## config.mk

```make
export PLATFORM = sky130hd
export DESIGN_NAME = ptw_front
export DESIGN_NICKNAME = d
export VERILOG_FILES = /design/src/design/ptw_pkg.sv /design/src/design/ptw_front.sv
export SDC_FILE = /design/constraint.sdc
export NUM_CORES = 1
export LEC_CHECK = 0
export BUFFER_PORTS_ARGS = -buffer_cell sky130_fd_sc_hd__buf_2
export CAP_MARGIN = 40
export CORE_AREA = 4 4 117 119
export DETAILED_ROUTE_END_ITERATION = 10
export DIE_AREA = 0 0 121 123
export MAX_ROUTING_LAYER = met4
export PLACE_DENSITY_LB_ADDON = 0.15
export SYNTH_ARGS = -nofsm -noshare
export SYNTH_HDL_FRONTEND = slang
export SYNTH_SLANG_ARGS = --single-unit
```

## constraint.sdc

```tcl
create_clock -name vclk -period 2.45
set_input_delay 0.3675 -clock vclk [all_inputs]
set_output_delay 0.3675 -clock vclk [all_outputs]
set_load 0.01 [all_outputs]
```

## src/design/ptw_pkg.sv

```systemverilog
// Shared constants, codes and types for the page table build and walk block.
`default_nettype none
package ptw_pkg;
  localparam int POOL_PAGES       = 64;
  localparam int ENTRIES_PER_PAGE = 512;
  localparam int ROOT_SLOTS       = 2048;
  localparam int QUEUE_DEPTH      = 2;

  localparam int PAGE_W      = (POOL_PAGES > 1) ? $clog2(POOL_PAGES) : 1;
  localparam int USED_W      = $clog2(POOL_PAGES + 1);
  localparam int ENTRY_IDX_W = $clog2(ENTRIES_PER_PAGE);
  localparam int POOL_ADDR_W = PAGE_W + ENTRY_IDX_W;
  localparam int ROOT_IDX_W  = $clog2(ROOT_SLOTS);
  localparam int VPN_W       = 11;
  localparam int PPN_W       = 44;
  localparam int QPTR_W      = $clog2(QUEUE_DEPTH);
  localparam int QCNT_W      = $clog2(QUEUE_DEPTH + 1);

  localparam int PTE_V_BIT  = 0;
  localparam int PTE_U_BIT  = 4;
  localparam int PPN_LSB    = 10;
  localparam int POISON_BIT = 53;

  typedef enum logic [1:0] {
    REQ_CLEAR    = 2'd0,
    REQ_MAP_LEAF = 2'd1,
    REQ_MAP_RAW  = 2'd2,
    REQ_FIND     = 2'd3
  } req_t;

  typedef enum logic [2:0] {
    ST_OK         = 3'd0,
    ST_NOT_FOUND  = 3'd1,
    ST_POOL_FULL  = 3'd2,
    ST_BLOCKED    = 3'd3,
    ST_MISALIGNED = 3'd4,
    ST_BAD_LEVEL  = 3'd5,
    ST_OUTSIDE    = 3'd6
  } status_t;

  typedef struct packed {
    req_t        req;
    logic [49:0] va;
    logic [63:0] value;
    logic [1:0]  target;
    status_t     pre_status;
  } item_t;

  typedef enum logic [3:0] {
    B_INIT, B_IDLE, B_LOOK, B_EVAL, B_ZERO, B_LINK, B_WRITE, B_CLEAR, B_DONE
  } bstate_t;
endpackage
`default_nettype wire

```

## src/design/ptw_front.sv

```systemverilog
// Request classifier: checks level and alignment and builds the entry to write.
`default_nettype none
module ptw_front import ptw_pkg::*; (
  input  wire logic [1:0]  paging_mode,
  input  wire logic [1:0]  req_type,
  input  wire logic [49:0] va,
  input  wire logic [55:0] pa,
  input  wire logic [9:0]  prot,
  input  wire logic        poison,
  input  wire logic [1:0]  map_level,
  input  wire logic [63:0] raw_entry,
  output item_t            item
);
  logic [63:0] leaf;
  logic        bad_level;
  logic        misaligned;

  always_comb begin
    leaf = 64'(prot) | (64'(pa[55:12]) << PPN_LSB);
    leaf[PTE_V_BIT] = 1'b1;
    if (paging_mode[1]) begin
      leaf[PTE_U_BIT] = 1'b1;
    end
    if (poison) begin
      leaf[POISON_BIT] = 1'b1;
    end
    // Three levels unless the mode selects four, so only level 3 can be out of range.
    bad_level = (map_level == 2'd3) && !paging_mode[0];
    case (map_level)
      2'd1:    misaligned = (va[20:0] != '0) || (pa[20:0] != '0);
      2'd2:    misaligned = (va[29:0] != '0) || (pa[29:0] != '0);
      2'd3:    misaligned = (va[38:0] != '0) || (pa[38:0] != '0);
      default: misaligned = 1'b0;
    endcase

    item.req        = req_t'(req_type);
    item.va         = va;
    item.value      = raw_entry;
    item.target     = 2'd0;
    item.pre_status = ST_OK;
    case (req_t'(req_type))
      REQ_MAP_LEAF: begin
        item.value  = leaf;
        item.target = map_level;
        if (bad_level) begin
          item.pre_status = ST_BAD_LEVEL;
        end else if (misaligned) begin
          item.pre_status = ST_MISALIGNED;
        end
      end
      default: ;
    endcase
  end
endmodule
`default_nettype wire

```

# After elaboration in Yosys (flattened, before gate mapping)
# Index checks and enable logic that the tools add are counted.
dict set report classes {
  eq_ne 4
  muxes 6
  bitwise 1
  n_reduce_logical 11
}
# cell n
set op_table {}
lappend op_table {{$reduce_bool A39 Y1} 2}
lappend op_table {{$mux W69} 1}
lappend op_table {{$reduce_bool A30 Y1} 2}
lappend op_table {{$or A10 B54 Y54} 1}
lappend op_table {{$reduce_bool A21 Y1} 2}
lappend op_table {{$mux W3} 2}
lappend op_table {{$eq A2 B1 Y1 const B} 2}
lappend op_table {{$eq A2 B2 Y1 const B} 2}
lappend op_table {{$logic_or A1 B1 Y1} 3}
lappend op_table {{$pmux W1 S3} 1}
lappend op_table {{$mux W1} 2}
lappend op_table {{$logic_and A1 B1 Y1} 1}
lappend op_table {{$logic_not A1 Y1} 1}
dict set report word_totals {
  reg_bits 0
  in_bits 187
  out_inout_bits 121
  word_cells 22
}

# Depth between registers and ports, before layout
# Gate-level depths: netlist of the first run.
dict set report logic_depth {
  depth_word 6
  ltp_mapped 6
  mapped_depth_nobuf 5
}

# Worst setup path after synthesis of the first run
# No wires, ideal clock.
dict set report synth_path {
  path_kind {input -> output}
  start {input va[32]}
  end {output item[2] in the netlist's numbering}
  arrival_time_ns 1.643
  required_ns 2.082
  slack_ns 0.439
  cell_stages 4
  n_path_buf 0
  cell_sequence {or4_1 or4_1 nor4_2 o211ai_1}
}
# element line
set synth_lines {}
lappend synth_lines {{from (decl)} ptw_front.sv:6} ;# input wire logic [49:0] va,
lappend synth_lines {{to (decl)} ptw_front.sv:12} ;# output item_t item

==> results of run 1 <==
## what timing repair did
item                                    4_1_cts  5_1_grt
resized for setup                             1        3
endpoints found under the setup margin        1        1
hold endpoints to repair                      0        0
pin swaps                                     0        0
## cells in the final DEF, fill, tap and decap left out, drive strengths merged
cell type and count:
a21oi 2, inv 1, or4 2, o211ai 1, and2 1, a31oi 1, a21o 1, nor4 18
conb 1, or2 1, diode 1, nand3 3, nor2 7, o41ai 1, buf 288, nand4 2
mux2 51, nand2 4, nor3b 1, nor2b 11, o31ai 1
## power breakdown
group	internal, W	leakage (nW)	switching [W]
clock network	0.0000000000547	0.00000634	0
logic	0.000254	1.45	0.000213
registers	0	0	0
## critical path: stages
cell and delay, ns:
sky130_fd_sc_hd__buf_2 0.10, sky130_fd_sc_hd__or4_1 0.52, sky130_fd_sc_hd__or4_4 0.51, sky130_fd_sc_hd__nor4_2 0.14, sky130_fd_sc_hd__o211ai_1 0.17, sky130_fd_sc_hd__buf_2 0.18
## layer usage
layer	share of wire, %	GRT usage [%]	wire length (um)
met5	0	-	0
met4	0	0	0
met3	12	2.242	998
met2	54	19.24	4400
met1	33	9.486	2683
## kinds of logic (layout without fill, tap and decap cells)
family | Yosys count | count (layout) | share of synthesized area [%]
mux | 51 | 51 | 41.61
buf+inv | 62 | 289 | 31.55
simple gates | 50 | 50 | 23.03
other cells | 1 | 2 | 0.2717
compound gates | 7 | 7 | 3.537
## cells in the mapped netlist, types with 2 or more instances
| master | number |
|---|---|
| sky130_fd_sc_hd__clkbuf_1 | 2 |
| sky130_fd_sc_hd__nor4_2 | 3 |
| sky130_fd_sc_hd__nor2_1 | 7 |
| sky130_fd_sc_hd__mux2_2 | 49 |
| sky130_fd_sc_hd__nand2_1 | 3 |
| sky130_fd_sc_hd__nand4_1 | 2 |
| sky130_fd_sc_hd__nor2b_1 | 11 |
| sky130_fd_sc_hd__mux2_1 | 2 |
| sky130_fd_sc_hd__or4_1 | 2 |
| sky130_fd_sc_hd__buf_2 | 3 |
| sky130_fd_sc_hd__buf_1 | 3 |
| sky130_fd_sc_hd__buf_4 | 53 |
| sky130_fd_sc_hd__a21oi_1 | 2 |
| sky130_fd_sc_hd__nor4_1 | 15 |
| sky130_fd_sc_hd__nand3_1 | 2 |
## layout make-up
type,instances,area share [%]
inverters,1,0.1410
repair buffers,288,55.01
multi-input cells,109,36.67
diodes,1,0.09403
well taps,172,8.086
## stage by stage
stage               area [um2]  instances  total power (W)  worst slack, ns
CTS                       2639        570        0.0004753          0.01779
floorplan                 1380        171        0.0002541           0.4390
global route              2661        571        0.0005125          0.03243
global placement          2635        570        0.0004748         -0.01250
detailed placement        2635        570        0.0004728         -0.02636
finish                    2661        571        0.0004669          0.09096
## worst paths after layout
check	from	to	depth (start not counted)
worst max-delay path	va[32]	item[2]	6
worst min-delay path	va[44]	item[113]	0
==> results list, run 1 <==
* Fraction of final layout cells with drive strength greater than 1: about 88%
* DRT Pass-1 Iters: 4
* Power per standard cell area: 175.5 nW/um2
- The tool flagged a number of max-cap violations equal to 0.
- Via count: roughly 2100
- Count of buffers inserted at the top-level ports: ~280
- The floorplan step defined a core boundary enclosing 12570 um2.
- There are 0 flip-flops and latches.
- Synthesis handed over a netlist of ~170 instances.
* Final critical-path share of the clock period: between 90% and 100%
- Buffers inserted to repair hold after CTS numbered 0.
* Sequential cell area in the final layout: 0 um2
- Dominant cells by area after synthesis: sky130_fd_sc_hd__mux2_2 (40%), sky130_fd_sc_hd__buf_4 (29%), sky130_fd_sc_hd__nor4_1 (6.8%), sky130_fd_sc_hd__nor2b_1 (5.0%), sky130_fd_sc_hd__nor4_2 (2.7%)
- The worst setup path is captured at an output pin.
- Average detailed-routed wire length per instance: 14.15 um
- Largest fanout of any net on the critical path: 2
- Final hold slack: 0.7350 ns
- In this run the cell area of the synthesized design comes to 1380 um2.
* GPL Wtd Cong: 0.7126
- Derived from the worst setup path, the maximum achievable clock frequency is 0.4239 GHz.
- Static Leak: 1.450 nW
- Post-detailed-routing wire length: a little over 8000 um
* Std-Cell Rows: 41
* Final count of negative-setup-slack endpoints: 0
- Area share of the leading cell type in the synthesized netlist: between 30 and 40%
- Total gr overflow: 0
- Counting distinct cell types in the post-synthesis netlist gives 27.
- Total global routing track utilization: a little under a tenth
- Setup repair after global routing left no endpoint under its margin.
- Number of remaining DRC errors: 0
- Run status: finished, final reports clean
- I/O pin cnt: between 300 and 400
- Effective utilization at floorplan: between 10% and 20%
* Worst EP arrival: around 2 ns
* Sequential area share after synthesis: 0%
- Max IR drop VDD: 0.00005649 V
* Die width: about 120 um
- The number of antenna violations at the first check in global routing is 1.
- Required time at the worst-slack endpoint: ~2.1 ns
- Summing all multi-input logic gate instances after layout gives around 1000 um2.
- Mean instance size in the synthesized netlist: 8.071 um2
* Total negative setup slack: 0 ns
- Vias in the first global route: between 2000 and 2500
* Count of clock-net buffers in the final layout: 0
- Die extent in y: about 120 um
- Class of the tightest hold or removal check: in2out
* Hold violation total from the final report: 0
- After the last flow step, the layout net total stands at around 590.
- Global-route wire length before repair: around 11000 um
- Fill cells in the final layout number around 1400.
- Entering global routing, the biggest net connects 67 pins.
- Count of final max-slew check failures: 0
* Post-CTS Repair Setup Buffers: 0
* Overall die area: 14880 um2
- Synth Warn #: 0
- The synthesized design spends more area on one cell type than any other, namely sky130_fd_sc_hd__mux2_2.
- Nets in the synthesized netlist: 358
* Critical path type: in2out
* Post-layout min period: between 2 and 2.5 ns
- DRT iter0 DRCs: 27
- Once layout is complete, the utilization of the core stands at approximately a fifth.
* Mean number of vias per cell: roughly 3.7
- Sum of net half-perimeters after detailed placement: between 7000 and 8000 um
* Area Growth Syn to Fin: 92.84%
- Critical Path Source Type: primary input
* Detail Route Antenna Nets: 0
No activity file was read; power rests on OpenSTA's default activity.
==> run 2, diff against run 1 <==
Settings changed: REMOVE_ABC_BUFFERS set to 1.
==> run 2 against run 1 <==
  * Cell count grew 0.53%
  * Worst hold slack about the same
  * First-iteration DRC count decreased by 30%
  * Largest power group unchanged
  * Count of clock-buffer cells in the layout unchanged
  * Global-route usage fell by 0.59 points
  * Critical endpoint unchanged
  * Highest routed layer is now met4
  * Wire length decreased by 3.7%
  * Die area did not move
  * Largest cell class unchanged
  * Sequential cell count stayed put
==> results list, run 2 (same netlist as run 1, synthesis figures left out) <==
- The number of nets still failing antenna checks after routing was 0 (unchanged).
- The critical path required time came to 2.08 ns (about the same).
* I/O pin cnt: 308 (unchanged)
* Final critical-path share of the clock period: 95.57% (was 96.29%)
- Critical path type: in2out (unchanged)
- Sum of net half-perimeters after detailed placement: 7318 um (was 7482 um)
- The DRC marker count from the first detailed-route iteration came to 19 (was 27).
- The number of buffers inserted by port buffering was 284 (unchanged).
- The register area was 0 um2 (unchanged).
- Mean number of vias per cell: 3.624 (was 3.692)
- The number of global-route vias before repair came to 2037 (was 2175).
* Count of clock-net buffers in the final layout: 0 (unchanged)
- Placeable core region: 12570 um2 (unchanged)
- Post-route total power: 0.0004666 W (was 0.0004669 W)
- Static Leak: 1.461 nW (was 1.450 nW)
* RSZ-0062 raised after global routing: false (unchanged)
- The max-capacitance violation count is 0 (unchanged).
* Run status: finished, final reports clean (unchanged)
- The number of max-slew violations in the final report was 0 (unchanged).
* Final count of negative-setup-slack endpoints: 0 (unchanged)
- FF+latch count: 0 (unchanged)
- The final total negative setup slack is 0 ns (unchanged).
- Commonest cells after routing, fill and taps aside: sky130_fd_sc_hd__buf_2 (284), sky130_fd_sc_hd__mux2_2 (49), sky130_fd_sc_hd__nor4_1 (13) (unchanged)
- The number of antenna violations at the first check in global routing came to 1 (unchanged).
* Effective utilization at floorplan: 10.98% (unchanged)
- The growth of design area from synthesis to finish came to 93.93% (was 92.84%).
* Global-route wire length before repair: 10320 um (was 10800 um)
- The critical path endpoint category is an output pin (unchanged).
- Total gr overflow: 0 (unchanged)
- Worst EP arrival: 1.97 ns (was 1.99 ns)
- The die span in x was 121 um (unchanged).
- Total global routing track utilization: 8.778% (was 9.373%)
* Via count: 2080 (was 2108)
- Post-detailed-routing wire length: 7779 um (was 8081 um)
- Class of the tightest hold or removal check: in2out (unchanged)
* Fraction of final layout cells with drive strength greater than 1: 87.78% (was 87.94%)
* Max IR drop VDD: 0.00006359 V (was 0.00005649 V)
- DRT Pass-1 Iters: 4 (unchanged)
- Power per standard cell area: 174.3 nW/um2 (was 175.5 nW/um2)
* Hold violation total from the final report: 0 (unchanged)
* Start point of the critical path: va[32] (unchanged)
* Fill cell count: 1430 (was 1416)
- Critical Path Source Type: primary input (unchanged)
- The cell row count came to 41 (unchanged).
- The area enclosed by the die boundary was 14880 um2 (unchanged).
* Post-layout min period: 2.341 ns (was 2.359 ns)
* Die extent in y: 123 um (unchanged)
- The count of unresolved DRC violations after routing came to 0 (unchanged).
- GPL Wtd Cong: 0.6950 (was 0.7126)
- The detailed-route wire length per cell came to 13.55 um (was 14.15 um).
- The fraction of the core area covered by cells at the end of the flow was 21.29% (was 21.17%).
* Final net count: 590 (was 587)
- Commonest non-fill, non-tap cell in the layout: sky130_fd_sc_hd__buf_2 (unchanged)
* Largest fanout of any net on the critical path: 2 (unchanged)
- The maximum number of pins on one net before global-route repair came to 37 (was 67).
* CTS Hold Buffers Added: 0 (unchanged)
- The peak clock frequency supported by timing was 0.4271 GHz (was 0.4239 GHz).
- The critical path endpoint is item[2] (unchanged).
==> run 2: changes by cell type in the layout (fill, tap and decap cells not counted) <==
cell,previous run,this run
sky130_fd_sc_hd__o41ai_1,0,1
sky130_fd_sc_hd__buf_4,3,6
sky130_fd_sc_hd__o41ai_2,1,0
==> run 2: area by class of cell <==
cell class / count / area [um2] / share of cell area, %
Tap cell: 172 / 215.2 / 8.041
Inverter: 1 / 3.754 / 0.1403
Multi-Input combinational cell: 109 / 968.4 / 36.19
Timing Repair Buffer: 291 / 1486 / 55.54
Antenna cell: 1 / 2.502 / 0.09350
==> run 2: how the worst min path moves through the flow <==
stage | from | end | slack (ns) | depth (start not counted)
floorplan | va[31] | item[100] | 0.74 | 0
global placement | va[39] | item[108] | 0.74 | 0
detailed placement | va[39] | item[108] | 0.74 | 0
CTS | va[39] | item[108] | 0.74 | 0
global route | va[39] | item[108] | 0.74 | 0
finish | va[39] | item[108] | 0.74 | 0
==> run 2: power breakdown <==
part                  total, W  switching (W)     internal [W]  leakage, nW
Clock          0.0000000000546              0  0.0000000000546   0.00000634
Sequential                   0              0                0            0
Combinational         0.000467       0.000210         0.000257         1.46
Total                 0.000467       0.000210         0.000257         1.46
==> run 2: through the flow <==
step                instance area [um2]  hold WS (ns)  setup WS [ns]  instances
floorplan                         948.4        0.7350         -1.926        110
global placement                   2658        0.7351        0.01417        573
detailed placement                 2658        0.7351        0.03557        573
CTS                                2658        0.7351        0.01681        573
global route                       2676        0.7351        0.01178        574
finish                             2676        0.7351         0.1085        574
==> run 2: worst max-delay path: stages <==
cell and delay [ns]:
sky130_fd_sc_hd__buf_2 0.10, sky130_fd_sc_hd__or4_1 0.51, sky130_fd_sc_hd__or4_4 0.50, sky130_fd_sc_hd__nor4_2 0.16, sky130_fd_sc_hd__o211ai_1 0.15, sky130_fd_sc_hd__buf_2 0.18
==> run 2: timing repair <==
item                                    in CTS  in global routing
setup buffers                                0                  0
endpoints found under the setup margin       0                  1
resized for setup                            0                  3
==> run 2: routing by layer <==
| layer | vias up | global-route usage (%) | part of all wire [%] |
|---|---|---|---|
| met5 | - | - | 0 |
| met4 | 0 | 0.2833 | 0.40 |
| met3 | 2 | 2.287 | 10 |
| met2 | 157 | 16.12 | 52 |
| met1 | 894 | 10.18 | 37 |
| li1 | 1027 | - | - |
