`src/design/ptw_pkg.sv`:
```
// Shared constants, codes and types for the page table build and walk block.
`default_nettype none
package ptw_pkg;
  localparam int POOL_PAGES       = 64;
  localparam int ENTRIES_PER_PAGE = 512;
  localparam int ROOT_SLOTS       = 2048;
  localparam int QUEUE_DEPTH      = 2;

  localparam int PAGE_W      = (POOL_PAGES > 1) ? $clog2(POOL_PAGES) : 1;
  localparam int USED_W      = $clog2(POOL_PAGES + 1);
  localparam int ENTRY_IDX_W = $clog2(ENTRIES_PER_PAGE);
  localparam int POOL_ADDR_W = PAGE_W + ENTRY_IDX_W;
  localparam int ROOT_IDX_W  = $clog2(ROOT_SLOTS);
  localparam int VPN_W       = 11;
  localparam int PPN_W       = 44;
  localparam int QPTR_W      = $clog2(QUEUE_DEPTH);
  localparam int QCNT_W      = $clog2(QUEUE_DEPTH + 1);

  localparam int PTE_V_BIT  = 0;
  localparam int PTE_U_BIT  = 4;
  localparam int PPN_LSB    = 10;
  localparam int POISON_BIT = 53;

  typedef enum logic [1:0] {
    REQ_CLEAR    = 2'd0,
    REQ_MAP_LEAF = 2'd1,
    REQ_MAP_RAW  = 2'd2,
    REQ_FIND     = 2'd3
  } req_t;

  typedef enum logic [2:0] {
    ST_OK         = 3'd0,
    ST_NOT_FOUND  = 3'd1,
    ST_POOL_FULL  = 3'd2,
    ST_BLOCKED    = 3'd3,
    ST_MISALIGNED = 3'd4,
    ST_BAD_LEVEL  = 3'd5,
    ST_OUTSIDE    = 3'd6
  } status_t;

  typedef struct packed {
    req_t        req;
    logic [49:0] va;
    logic [63:0] value;
    logic [1:0]  target;
    status_t     pre_status;
  } item_t;

  typedef enum logic [3:0] {
    B_INIT, B_IDLE, B_LOOK, B_EVAL, B_ZERO, B_LINK, B_WRITE, B_CLEAR, B_DONE
  } bstate_t;
endpackage
`default_nettype wire

```
`src/design/ptw_queue.sv`:
```
// Short request queue between the classifier and the table walker.
`default_nettype none
module ptw_queue import ptw_pkg::*; (
  input  wire logic  clk,
  input  wire logic  rst,
  input  wire logic  push,
  input  item_t      push_item,
  input  wire logic  pop,
  output item_t      head,
  output logic       full,
  output logic       empty
);
  item_t             slots [QUEUE_DEPTH];
  logic [QPTR_W-1:0] wr_ptr;
  logic [QPTR_W-1:0] rd_ptr;
  logic [QCNT_W-1:0] count;

  assign full  = (count == QCNT_W'(QUEUE_DEPTH));
  assign empty = (count == '0);
  assign head  = slots[rd_ptr];

  always_ff @(posedge clk) begin
    if (push) begin
      slots[wr_ptr] <= push_item;
    end
  end

  always_ff @(posedge clk) begin
    if (rst) begin
      wr_ptr <= '0;
      rd_ptr <= '0;
      count  <= '0;
    end else begin
      if (push) begin
        wr_ptr <= (wr_ptr == QPTR_W'(QUEUE_DEPTH - 1)) ? '0 : wr_ptr + 1'b1;
      end
      if (pop) begin
        rd_ptr <= (rd_ptr == QPTR_W'(QUEUE_DEPTH - 1)) ? '0 : rd_ptr + 1'b1;
      end
      case ({push, pop})
        2'b10:   count <= count + 1'b1;
        2'b01:   count <= count - 1'b1;
        default: ;
      endcase
    end
  end
endmodule
`default_nettype wire

```
`config.mk`:
```
export PLATFORM = sky130hd
export DESIGN_NAME = ptw_queue
export DESIGN_NICKNAME = d
export VERILOG_FILES = /design/src/design/ptw_pkg.sv /design/src/design/ptw_queue.sv
export SDC_FILE = /design/constraint.sdc
export NUM_CORES = 1
export LEC_CHECK = 0
export BUFFER_PORTS_ARGS = -buffer_cell sky130_fd_sc_hd__clkbuf_2
export CORE_MARGIN = 2
export CORE_UTILIZATION = 40
export CTS_CLUSTER_DIAMETER = 200
export DETAILED_ROUTE_END_ITERATION = 16
export PLACE_DENSITY_LB_ADDON = 0.05
export SLEW_MARGIN = 20
export SYNTH_ARGS = -nofsm -noshare
export SYNTH_HDL_FRONTEND = slang
export SYNTH_SLANG_ARGS = --single-unit
```
`constraint.sdc`:
```
create_clock -name clk -period 7.2 [get_ports clk]
set_input_delay 0.72 -clock clk [delete_from_list [all_inputs] [get_ports clk]]
set_output_delay 0.72 -clock clk [all_outputs]
set_load 0.01 [all_outputs]
```
# [After elaboration in Yosys (flattened, before gate mapping)]
# Memory sizes are Yosys's and may differ from the RTL's. A register that Yosys moved wholly into a read port is not among the register bits.
# Cells that the tools add are included.
[classes] n_addsub=4 n_eq_ne=3 mux=7 reduce_logical=2
[ops] operator="$mux W1" count=6
[ops] operator="$eq A2 B2 Y1 const B" count=2
[ops] operator="$pmux W2 S2" count=1
[ops] operator="$add A1 B1 Y1 const B" count=2
[ops] operator="$add A2 B1 Y2 const B" count=1
[ops] operator="$eq A2 B1 Y1 const B" count=1
[ops] operator="$logic_not A2 Y1" count=1
[ops] operator="$reduce_bool A2 Y1" count=1
[ops] operator="$sub A2 B1 Y2 const B" count=1
[word_totals] reg_bits=4 ram_bits=242 in_bits=125 out_inout_bits=123 word_cells=20 mem_count=1
[memory_table] memory="slots" words=2 word_bits=121 read_ports=1 rd_ports_with_merged_regs=1 write_ports=1 line="ptw_queue.sv:13" text="item_t slots [QUEUE_DEPTH];"

# [Logic depth before layout (Yosys ltp)]
# Gate-level depths: netlist of run 1.
[logic_depth] ltp_word=4 ltp_mapped=5 ltp_nobuf=5

# [Worst setup path before layout of run 1]
# OpenSTA, ideal clock, no wires.
[synth_path] path_type="input-to-reg" from="input port push" to="memory slots[0][0] (netlist bit), enable pin" setup_ns=0.606 arrival_time_ns=5.847 t_required_ns=6.594 slack_ns=0.748 path_stages=2 n_path_buf=0 path_cell_list="inv_1 nor2_1"
[synth_between] elab_chain_cells=2
[synth_lines] item="start, declared" line="ptw_queue.sv:6" text="input wire logic push,"
[synth_lines] item="$mux W1" line="ptw_queue.sv:23" text="if (push) begin"
[synth_lines] item="$mux W1 (implied by the code)" line="ptw_queue.sv:24" text="slots[wr_ptr] <= push_item;"
[synth_lines] item="end, declared" line="ptw_queue.sv:13"
# No other way between the ends.

==> metrics list, run 1 <==
- Maximum clock path buffer count: 3
- Clock sink count: ~250
- Once detailed placement completed, the half-perimeter wirelength came to roughly 11000 um.
- Fraction of layout cells with a size suffix above 1: about 59%
* Post-route clock skew: approximately 8.8 ps
- Worst Hold Class: primary input to flip-flop
- Row Count: 54
- Hold Crit Endpoint: slots[1][17]$_DFFE_PP_
- Setup violations remaining at the end of the flow were counted as 0.
- Counting flops and latches in the post-synthesis netlist gives approximately 250.
* Post-Route WL: between 15000 and 20000 um
- Hold Path Stages: 1
- Synth Area in Compound Gates: less than 1%
- When the netlist entered floorplanning its net count stood at 524.
* Power Density: ~290 nW/um2
* Overall power consumption: about 0.0032 W
* Number of detailed-route iterations in the first pass: 4
- In the synthesized netlist, mux cells make up about 15% of the area.
* Storage element area: 7371 um2
* Worst-case register-to-register setup slack: between 4000 and 5000 ps
* Residual DRC count: 0
* Parity-gate share of the synthesized area counting xor and xnor cells: less than 1%
- N_diodes: 0
- Count of buffers from port buffering: approximately 250
- Data required, critical path: around 6500 ps
* Height of the die: roughly 150 um
- In the synthesized netlist, the number of instances is just under 400.
* Clock transition at the registers of the reported paths: approximately 60 ps
* Type of the worst setup path: flip-flop to output port
- 1st-iter DRT viols: between 200 and 300
* Pin count of the biggest net entering global routing: 82
- Max-cap violations in this run came to 0.
- The worst hold path begins at push_item[17].
* Largest family of logic cells by synthesized area: multiplexers
- Number of antenna-violating nets in the routed design: 0
- TritonCTS built the clock tree.
- Cells fill 51.29% of the core in the end.
* Outcome: finished clean
* Placeable Area: about 22000 um2
- The routed design could run at a clock period as short as ~3500 ps.
- Detail-routed via count per cell: ~4.7
* Type of origin of the critical path: flip-flop
- The congestion estimate from routability-driven global placement came to roughly 0.72.
- Die Width: 153.4 um
- In this run the count of I/O pins placed on the die edge is between 200 and 250.
* Wire length of the first global-routing pass: about 27000 um
- Sequential-to-total area share from yosys stat: slightly above 80%
- At the pin with the least slew margin, the transition time is between 1000 and 1500 ps.
* Crit end category: output port
- CTS placed an instance of sky130_fd_sc_hd__clkbuf_16 at the clock tree root.
* Net count of the finished layout: 791
- CTS Hold Buffers Added: 0
- Initial antenna violation count: 1
- The total count of max-transition violations in the final report came to 0.
* Final period utilization: 49.18%
- Cell area after synthesis: 8922 um2
- Area growth from synthesis to final layout: 25.85%
- In this run the worst path has a maximum fanout of between 60 and 70.
- Footprint of the multi-input gates: between 1000 and 1500 um2
- Share of synthesized cell area in full adder, half adder and majority cells: less than 1%
- RSZ-0062 raised after global routing: false
* Clock insertion delay at the later pin of the skew report: 510 ps
- FILL cells: 1888
- R2R Path Start: wr_ptr$_SDFFE_PP0P_
* Total clock buffers created by CTS: 27
- Arrival time at the worst endpoint: roughly 2800 ps
* Yosys cell types: 15
- In this run the number of H-tree levels came out at 1.
* Buffers inserted during post-CTS setup optimization: 0
- Initial Utilization: 40.76%
* Full die area: between 20000 and 25000 um2
- The final hold violation count is 0.
- Worst IR drop on VDD: around 0.18 mV
* Maximum clock frequency: around 280 MHz
- Yosys printed 0 warnings.
- DR WL/cell: 18.25 um
* Total routing resource utilization after global routing: between 10 and 15%
- Share of synthesized cell area in and, or, nand and nor gates: less than 1%
- Via count of the first global-routing pass: 4853
* R2r worst-path depth: 2
* GRT overflow: 0
- Area share of the largest cell type after synthesis: between 80 and 90%
- Top post-synthesis cells by area: sky130_fd_sc_hd__edfxtp_1 81%, sky130_fd_sc_hd__mux2_2 15%, sky130_fd_sc_hd__dfxtp_1 1.1%, sky130_fd_sc_hd__buf_4 0.76%, sky130_fd_sc_hd__xnor2_1 0.29%
- Setup total negative slack on the finished layout was measured at 0 ps.
- The endpoint identified for the worst register-to-register timing path is slots[1][37]$_DFFE_PP_.
- The synthesized design spends more area on one cell type than any other, namely sky130_fd_sc_hd__edfxtp_1.
- Leaving out fill and tap cells, the most frequent cell in the layout is sky130_fd_sc_hd__clkbuf_2.
- Summed over all cells, the static leakage comes to ~4.2 nW.
- Max-Slew Margin vs Limit: 29.71%
- In the layout the commonest cells are 247 x sky130_fd_sc_hd__clkbuf_2, 242 x sky130_fd_sc_hd__edfxtp_1, 121 x sky130_fd_sc_hd__mux2_2, 27 x sky130_fd_sc_hd__clkbuf_16, 11 x sky130_fd_sc_hd__clkinv_1.
- The final route contains about 4500 vias.
- Once the clock tree was built, the resizer swapped 0 gates to a different size.
* Mean post-synth cell area: roughly 22 um2
-- cell usage after synthesis --
library cell and n:
sky130_fd_sc_hd__edfxtp_1 242, sky130_fd_sc_hd__mux2_2 121, sky130_fd_sc_hd__buf_4 9, sky130_fd_sc_hd__nor2_1 6, sky130_fd_sc_hd__dfxtp_1 5, sky130_fd_sc_hd__buf_2 4, sky130_fd_sc_hd__xnor2_1 3, sky130_fd_sc_hd__a21oi_1 1
sky130_fd_sc_hd__and2_1 1, sky130_fd_sc_hd__and2b_2 1, sky130_fd_sc_hd__ha_1 1, sky130_fd_sc_hd__inv_1 1, sky130_fd_sc_hd__o21ai_0 1, sky130_fd_sc_hd__or3_1 1, sky130_fd_sc_hd__xor2_1 1
-- cell type report --
cell class,count,share of cell area [%]
timing repair buffer,251,11.31
inverter,1,0.03343
clock buffer,34,6.251
sequential,247,65.65
clock inverter,13,0.5126
multi-input combinational,137,13.13
tap,280,3.120
-- per-stage QoR --
stage          setup WS (ps)  instance area [um2]  cells  hold WS [ps]
2_1_floorplan          747.6                 8922    398         461.4
3_3_place_gp            4119                10470    916         478.5
3_5_place_dp            4093                10470    916         504.5
4_1_cts                 3537                11220    963         368.4
5_1_grt                 3450                11230    963         368.8
6_report                3659                11230    963         394.3
-- how the worst max path moves through the flow --
stage | from | end | slack, ps | cells after the start
floorplan | push | slots[0][0]$_DFFE_PP_ | 750 | 2
global placement | flip-flop | head[68] | 4120 | 3
detailed placement | flip-flop | head[14] | 4090 | 3
CTS | flip-flop | head[68] | 3540 | 3
global route | flip-flop | head[82] | 3450 | 3
finish | flip-flop | head[71] | 3660 | 3
-- worst max-delay path, cell delays in order, from the launching register on --
cell and delay, ps:
sky130_fd_sc_hd__dfxtp_4 940, sky130_fd_sc_hd__buf_4 770, sky130_fd_sc_hd__mux2_2 420, sky130_fd_sc_hd__clkbuf_2 130
-- state kept, by name, indices dropped and copies added (netlist names), named ones only --
| signal | cells |
|---|---|
| slots | 242 |
| wr_ptr | 1 |
| rd_ptr | 1 |
| count | 2 |
-- routing by layer --
layer	track usage (%)	wire length (um)	vias up
li1	-	-	2123
met1	18.25	7364	2194
met2	23.55	8136	173
met3	5.784	1631	30
met4	4.019	425	2
met5	0	13	-
-- kinds of logic after synthesis --
kind of cell,after synthesis
flip-flops,247
multiplexers,121
buffers and inverters,14
AND/OR/NAND/NOR,9
XOR/XNOR,4
AO/OA/AOI/OAI,2
adder cells (fa/ha/maj),1
-- power by group --
part           internal [W]  total, W  switching, W
combinational      0.000154  0.000327      0.000173
clock              0.000682   0.00119      0.000503
sequential          0.00168   0.00171     0.0000334
total               0.00252   0.00323      0.000710
Power figures use the tool's default switching activity.
==> inputs of run 2 (changes only) <==
clock period = 3 ns   (was 7.2 ns; I/O delays follow)
==> run 2 against run 1 <==
Effect of this change: total power is 150% higher; count of clock-buffer cells in the layout is 2 lower; first-iteration DRC count is 17% lower; clock skew is 1.2 ps lower; wire length is 2.8% higher; global-route usage is 0.45 points higher; non-clock buffer count is 125 higher; combinational power grew to 2.9 times the previous value.
==> metrics list, run 2 (same netlist as run 1, synthesis figures left out) <==
- The horizontal die dimension is 153.4 um (unchanged).
- The worst ir drop on vdd is 0.4242 mV (+130%).
- Instance area after placement: 10530 um2 (+0.65%)
* CTS Hold Buffers Added: 121 (+121)
- The worst path needs 2449 ps of the cycle, external delays included.
- Place WS: 1054 ps (-3039 ps)
* Max capacitance violation total: 0 (unchanged)
* Net count of the finished layout: 916 (+16%)
- Height of the die: 153.4 um (unchanged)
* Most common cell after layout, fill and taps aside: sky130_fd_sc_hd__clkbuf_2
- Fraction of layout cells with a size suffix above 1: 51.37% (-7.9 points)
* Top Registers: slots (242), count (2)
- 1st-iter DRT viols: 218 (-17%)
- The top-level port count is 248 (unchanged).
- The finished layout cell area is 12540 um2 (+12%).
- Type of origin of the critical path: flip-flop
- Placed Cells: 920 (+0.44%)
* Residual DRC count: 0 (unchanged)
- The flow ran to the end, and the final reports show no timing, DRC or antenna violations.
- Final Max Tran Viols: 0 (unchanged)
- Clock tree from TritonCTS: built
- The total global routing overflow was 0 (unchanged).
- The initial core utilization is 40.76% (unchanged).
- Power Density: 641.4 nW/um2 (+120%)
- The core area came to 21890 um2 (unchanged).
- The row count is 54 (unchanged).
* Final standard cell count with taps included and fillers excluded: 1084 (+13%)
- The accumulated negative setup slack was 0 ps (unchanged).
* Clock transition at the registers of the reported paths: 50 ps (about the same)
* Commonest non-fill, non-tap cells in the layout: 247 x sky130_fd_sc_hd__clkbuf_2, 242 x sky130_fd_sc_hd__edfxtp_1, 121 x sky130_fd_sc_hd__mux2_2, 121 x sky130_fd_sc_hd__dlygate4sd3_1, 27 x sky130_fd_sc_hd__clkbuf_16
- The path class of the tightest hold or removal check is primary input to flip-flop.
- The static power due to leakage came to 4.790 nW (+13%).
- The remaining antenna violation count after routing is 0 (unchanged).
* Type of the worst setup path: flip-flop to output port
- The detailed-route vias per instance came to 4.639 (-1.2%).
* Pin count of the biggest net entering global routing: 97 (+18%)
- The largest fanout on the critical path came to 32 (-51%).
- Flip-flop count of the largest register, all copies and words added: 242 (unchanged)
- The worst hold margin came to 28.49 ps (-365.8 ps).
* Largest reg by FF count: slots
* Area growth from synthesis to final layout: 40.58%
- Post-Route WL: 18060 um (+2.8%)
* Worst-case register-to-register setup slack: 1230 ps (-3520 ps)
* Number of detailed-route iterations in the first pass: 4 (unchanged)
- Total clock buffers created by CTS: 27 (unchanged)
- The final setup slack of the worst path is 550.6 ps (-3108 ps).
* Final number of hold-violating endpoints: 0 (unchanged)
* HPWL after detailed placement: 11610 um (+1.4%)
- Clock insertion delay at the later pin of the skew report: 510 ps (about the same)
- Total setup violations reported at the end of the flow: 0 (unchanged)
* Initial antenna violation count: 0 (-1)
- For this run, the top clock speed supported by timing is between 400 and 500 MHz.
- N_diodes: 0 (unchanged)
- Via count of the first global-routing pass: 5487 (+13%)
- STA classifies the critical path endpoint as an output port.
* Final period utilization: 81.65%
- Post-route clock skew: 7.615 ps (-1.158 ps)
- Max-Slew Margin vs Limit: 52.16% (+22 points)
* FILL cells: 1750 (-7.3%)
- The floorplan die area came to 23520 um2 (unchanged).
- Post-cts resize count: 0 (unchanged)
- The total via count in the routed design was 5029 (+11%).
* CTS H-Tree Depth: 1 (unchanged)
- Slew at the pin closest to its max-slew limit: 717.6 ps (-336.7 ps)
* Last weighted congestion value of the routability-driven placer: 0.7101 (-2.0%)
- The total number of clock tree sinks was 247 (unchanged).
- The global-route wire length before repair came to 27890 um (+4.6%).
* Total routing resource utilization after global routing: 14.98% (+0.45 points)
- RSZ-0062 raised after global routing: false
- Clock Root Buffer: sky130_fd_sc_hd__clkbuf_16
- The count of buffers inserted at the top-level ports came to 247 (unchanged).
* Maximum clock path buffer count: 3 (unchanged)
- The arrival time at the worst endpoint is 2150 ps (-670 ps).
* Buffers inserted during post-CTS setup optimization: 0 (unchanged)
* Data required, critical path: 2700 ps (-3780 ps)
* DR WL/cell: 16.66 um (-8.7%)
run 2: critical path, cell delays in order (launching register included):
cell and delay, ps:
sky130_fd_sc_hd__dfxtp_4 640, sky130_fd_sc_hd__buf_4 440, sky130_fd_sc_hd__mux2_2 400, sky130_fd_sc_hd__clkbuf_2 140
run 2: worst paths after layout:
path                          from                     end  cells past startpoint
max                      flip-flop                head[23]                      3
min                            rst     wr_ptr$_SDFFE_PP0P_                      2
max reg2reg    wr_ptr$_SDFFE_PP0P_  slots[1][58]$_DFFE_PP_                      2
min reg2reg  count[1]$_SDFFE_PP0P_   count[1]$_SDFFE_PP0P_                      2
run 2: cell type report:
class | instances | area [um2] | share of cell area [%]
Sequential cell | 247 | 7371 | 58.76
Timing Repair Buffer | 376 | 2545 | 20.29
Multi-Input combinational cell | 137 | 1474 | 11.75
Clock buffer | 32 | 694.4 | 5.536
Tap cell | 280 | 350.3 | 2.793
Clock inverter | 11 | 105.1 | 0.8379
Inverter | 1 | 3.754 | 0.02993
run 2: per-layer routing:
metal | global-route usage [%] | vias up | routed length, um
li1 | - | 2367 | -
met1 | 17.29 | 2438 | 7040
met2 | 26.57 | 180 | 9108
met3 | 4.678 | 44 | 1400
met4 | 4.893 | 0 | 507
met5 | 0 | - | 0
run 2: through the flow:
stage,total power [W],util [%]
final,0.008046,57.30
after CTS,0.008155,57.30
after floorplan,0.004612,-
after global placement,0.004972,48.11
after detailed placement,0.004995,48.11
after global routing,0.008363,57.30
run 2: power by group:
part / internal (W) / total, W / switching, W / leakage, nW
clock network: 0.00180 / 0.00301 / 0.00121 / 0.393
registers: 0.00403 / 0.00409 / 0.0000650 / 2.31
logic: 0.000483 / 0.000941 / 0.000458 / 2.08
==> inputs of run 3 (changes only) <==
clock period = 2.07 ns   (was 3 ns; I/O delays follow)
==> run 3 against run 2 <==
Effect of this change: sequential share of layout area is 0.41 points lower; non-clock buffer count grew 5; worst setup slack got worse by 420 ps; die area unchanged; largest power group unchanged.
==> metrics list, run 3 (same netlist as run 1, synthesis figures left out) <==
- The number of design-rule violations left by the first detailed-router iteration came to 183 (-16%).
- Net count of the finished layout: 920 (+0.44%)
* Max capacitance violation total: 0 (unchanged)
- The number of global-route vias before repair came to 5515 (+0.51%).
- Worst Hold Class: primary input to flip-flop
- Largest reg by FF count: slots
- Max-Slew Margin vs Limit: 75.34% (+23 points)
- Flip-flop count of the largest register, all copies and words added: 242 (unchanged)
- The clock input transition at the sequential cells of the worst setup and hold paths was 60 ps (about the same).
- RSZ-0062 raised after global routing: false
* Last weighted congestion value of the routability-driven placer: 0.7188 (+1.2%)
- HPWL after detailed placement: 11630 um (+0.21%)
* Top Registers: slots (242), count (2)
- Final worst path period need: between 1500 and 2000 ps
* Total internal power: 0.009060 W (+44%)
- FILL cells: 1775 (+1.4%)
- Power Density: 915.3 nW/um2 (+43%)
* N_diodes: 0 (unchanged)
* Post-layout worst setup margin: 126.6 ps (-424.0 ps)
- In the layout the commonest cells are 247 x sky130_fd_sc_hd__clkbuf_2, 242 x sky130_fd_sc_hd__edfxtp_1, 124 x sky130_fd_sc_hd__dlygate4sd3_1, 121 x sky130_fd_sc_hd__mux2_2, 27 x sky130_fd_sc_hd__clkbuf_16.
* Final number of hold-violating endpoints: 0 (unchanged)
- The footprint of the flip-flops and latches is 7372 um2 (about the same).
- Post-cts resize count: 0 (unchanged)
- The worst hold margin came to 234.0 ps (+205.5 ps).
* Final period utilization: between 90% and 100%
- The overall power consumption was 0.01156 W (+44%).
- Clock sink count: 247 (unchanged)
- The part of the power in combinational logic came to 12.3% (+0.6 points).
* Initial antenna violation count: 0 (unchanged)
- Derived from the worst setup path, the maximum achievable clock frequency is about 510 MHz.
* DR WL/cell: 16.88 um (+1.3%)
* Number of vias after detailed routing: 5033 (+0.080%)
- The total count of max-transition violations in the final report came to 0 (unchanged).
- Die Width: 153.4 um (unchanged)
- The largest fanout on the critical path came to 43 (+34%).
- STA classifies the critical path endpoint as an output port.
* Count of buffers from port buffering: 247 (unchanged)
- The initial core utilization is 40.76% (unchanged).
- The core area is 21890 um2 (unchanged).
- Flop pwr share: 51.1% (+0.2 points)
* Footprint of the multi-input gates: 1474 um2 (unchanged)
- Wire length of the first global-routing pass: 28620 um (+2.6%)
* # IOs: 248 (unchanged)
* Type of origin of the critical path: flip-flop
- From synthesis to final layout, the design area changed by 41.61%.
- The total track usage came to 15.43% (+0.45 points).
- The number of remaining DRC errors was 0 (unchanged).
- Number of detailed-route iterations in the first pass: 4 (unchanged)
* Place WS: 480.8 ps (-573.6 ps)
- Maximum clock path buffer count: 3 (unchanged)
* Total setup violations reported at the end of the flow: 0 (unchanged)
- Pin count of the biggest net entering global routing: 63 (-35%)
* Number of antenna-violating nets in the routed design: 0 (unchanged)
- Detail-routed via count per cell: 4.609 (-0.65%)
- TritonCTS built the clock tree.
* Post-Route WL: 18430 um (+2.1%)
- The required time reported for the critical path endpoint is 1860 ps (-840 ps).
- Slew at the pin closest to its max-slew limit: 370.0 ps (-347.7 ps)
* Total clock buffers created by CTS: 26 (-3.7%)
- The floorplan die area is 23520 um2 (unchanged).
- Proportion of power drawn by the clock network: 36.5% (-0.9 points)
- The arrival time at the worst endpoint is 1740 ps (-410 ps).
- Clock Root Buffer: sky130_fd_sc_hd__clkbuf_16
- The ratio of cells with drive above 1 in the final layout came to 50.99% (-0.38 points).
* Clock insertion delay at the later pin of the skew report: 510 ps (about the same)
* Type of the worst setup path: flip-flop to output port
- The total global routing overflow came to 0 (unchanged).
* Post-route clock skew: 13.24 ps (+5.626 ps)
* Worst IR drop on VDD: 0.5824 mV (+37%)
* Cell leakage power: 4.811 nW (+0.44%)
- Switching power of the nets: 0.002504 W (+44%)
- Most common cell after layout, fill and taps aside: sky130_fd_sc_hd__clkbuf_2
- Outcome: finished clean
- The switching part of the total power came to 21.65% (+0.11 points).
- The floorplan die height came to 153.4 um (unchanged).
- The row count was 54 (unchanged).
* CTS H-Tree Depth: 1 (unchanged)
## run 3: worst max-delay path, stage by stage (launching register included)
cell and delay, ps:
sky130_fd_sc_hd__dfxtp_4 420, sky130_fd_sc_hd__buf_12 260, sky130_fd_sc_hd__mux2_2 380, sky130_fd_sc_hd__clkbuf_2 130
## run 3: layout make-up
cell class | instances | share of cell area (%)
clock buffer | 34 | 5.556
sequential | 247 | 58.35
multi-input combinational | 137 | 11.67
inverter | 1 | 0.02971
clock inverter | 12 | 0.6338
timing repair buffer | 381 | 20.99
tap | 280 | 2.773
## run 3: layer usage
metal | wire length (um) | global-route usage, %
met2 | 9384 | 27.91
met3 | 1244 | 3.998
met1 | 7414 | 18.12
met4 | 387 | 4.500
met5 | 0 | 0
## run 3: power groups by stage
stage	combinational, W	clock (W)	sequential (W)
6_report	0.00143	0.00423	0.00591
5_1_grt	0.00155	0.00457	0.00594
4_1_cts	0.00146	0.00437	0.00591
3_5_place_dp	0.00124	0	0.00603
3_3_place_gp	0.00122	0	0.00601
2_1_floorplan	0.000683	0	0.00600
## run 3: timing repair
item	4_1_cts	5_1_grt
hold endpoints to repair	247	0
endpoints found under the setup margin	80	0
setup buffers	2	0
hold buffers	124	0
## run 3: final timing paths
kind | start | to | slack, ps | cells after the start
worst max register to register | wr_ptr$_SDFFE_PP0P_ | slots[1][81]$_DFFE_PP_ | 750 | 2
worst max-delay path | flip-flop | head[19] | 130 | 3
worst min register to register | rd_ptr$_SDFFE_PP0P_ | rd_ptr$_SDFFE_PP0P_ | 520 | 2
worst min-delay path | push | slots[1][115]$_DFFE_PP_ | 230 | 2
## run 3: through the flow
step,setup TNS (ps),cells,instance area (um2),util (%)
3_3_place_gp,0,920,10600,48.41
5_1_grt,0,1092,12630,57.72
2_1_floorplan,-82880,398,8932,-
3_5_place_dp,0,920,10600,48.41
6_report,0,1092,12630,57.72
4_1_cts,0,1092,12630,57.72
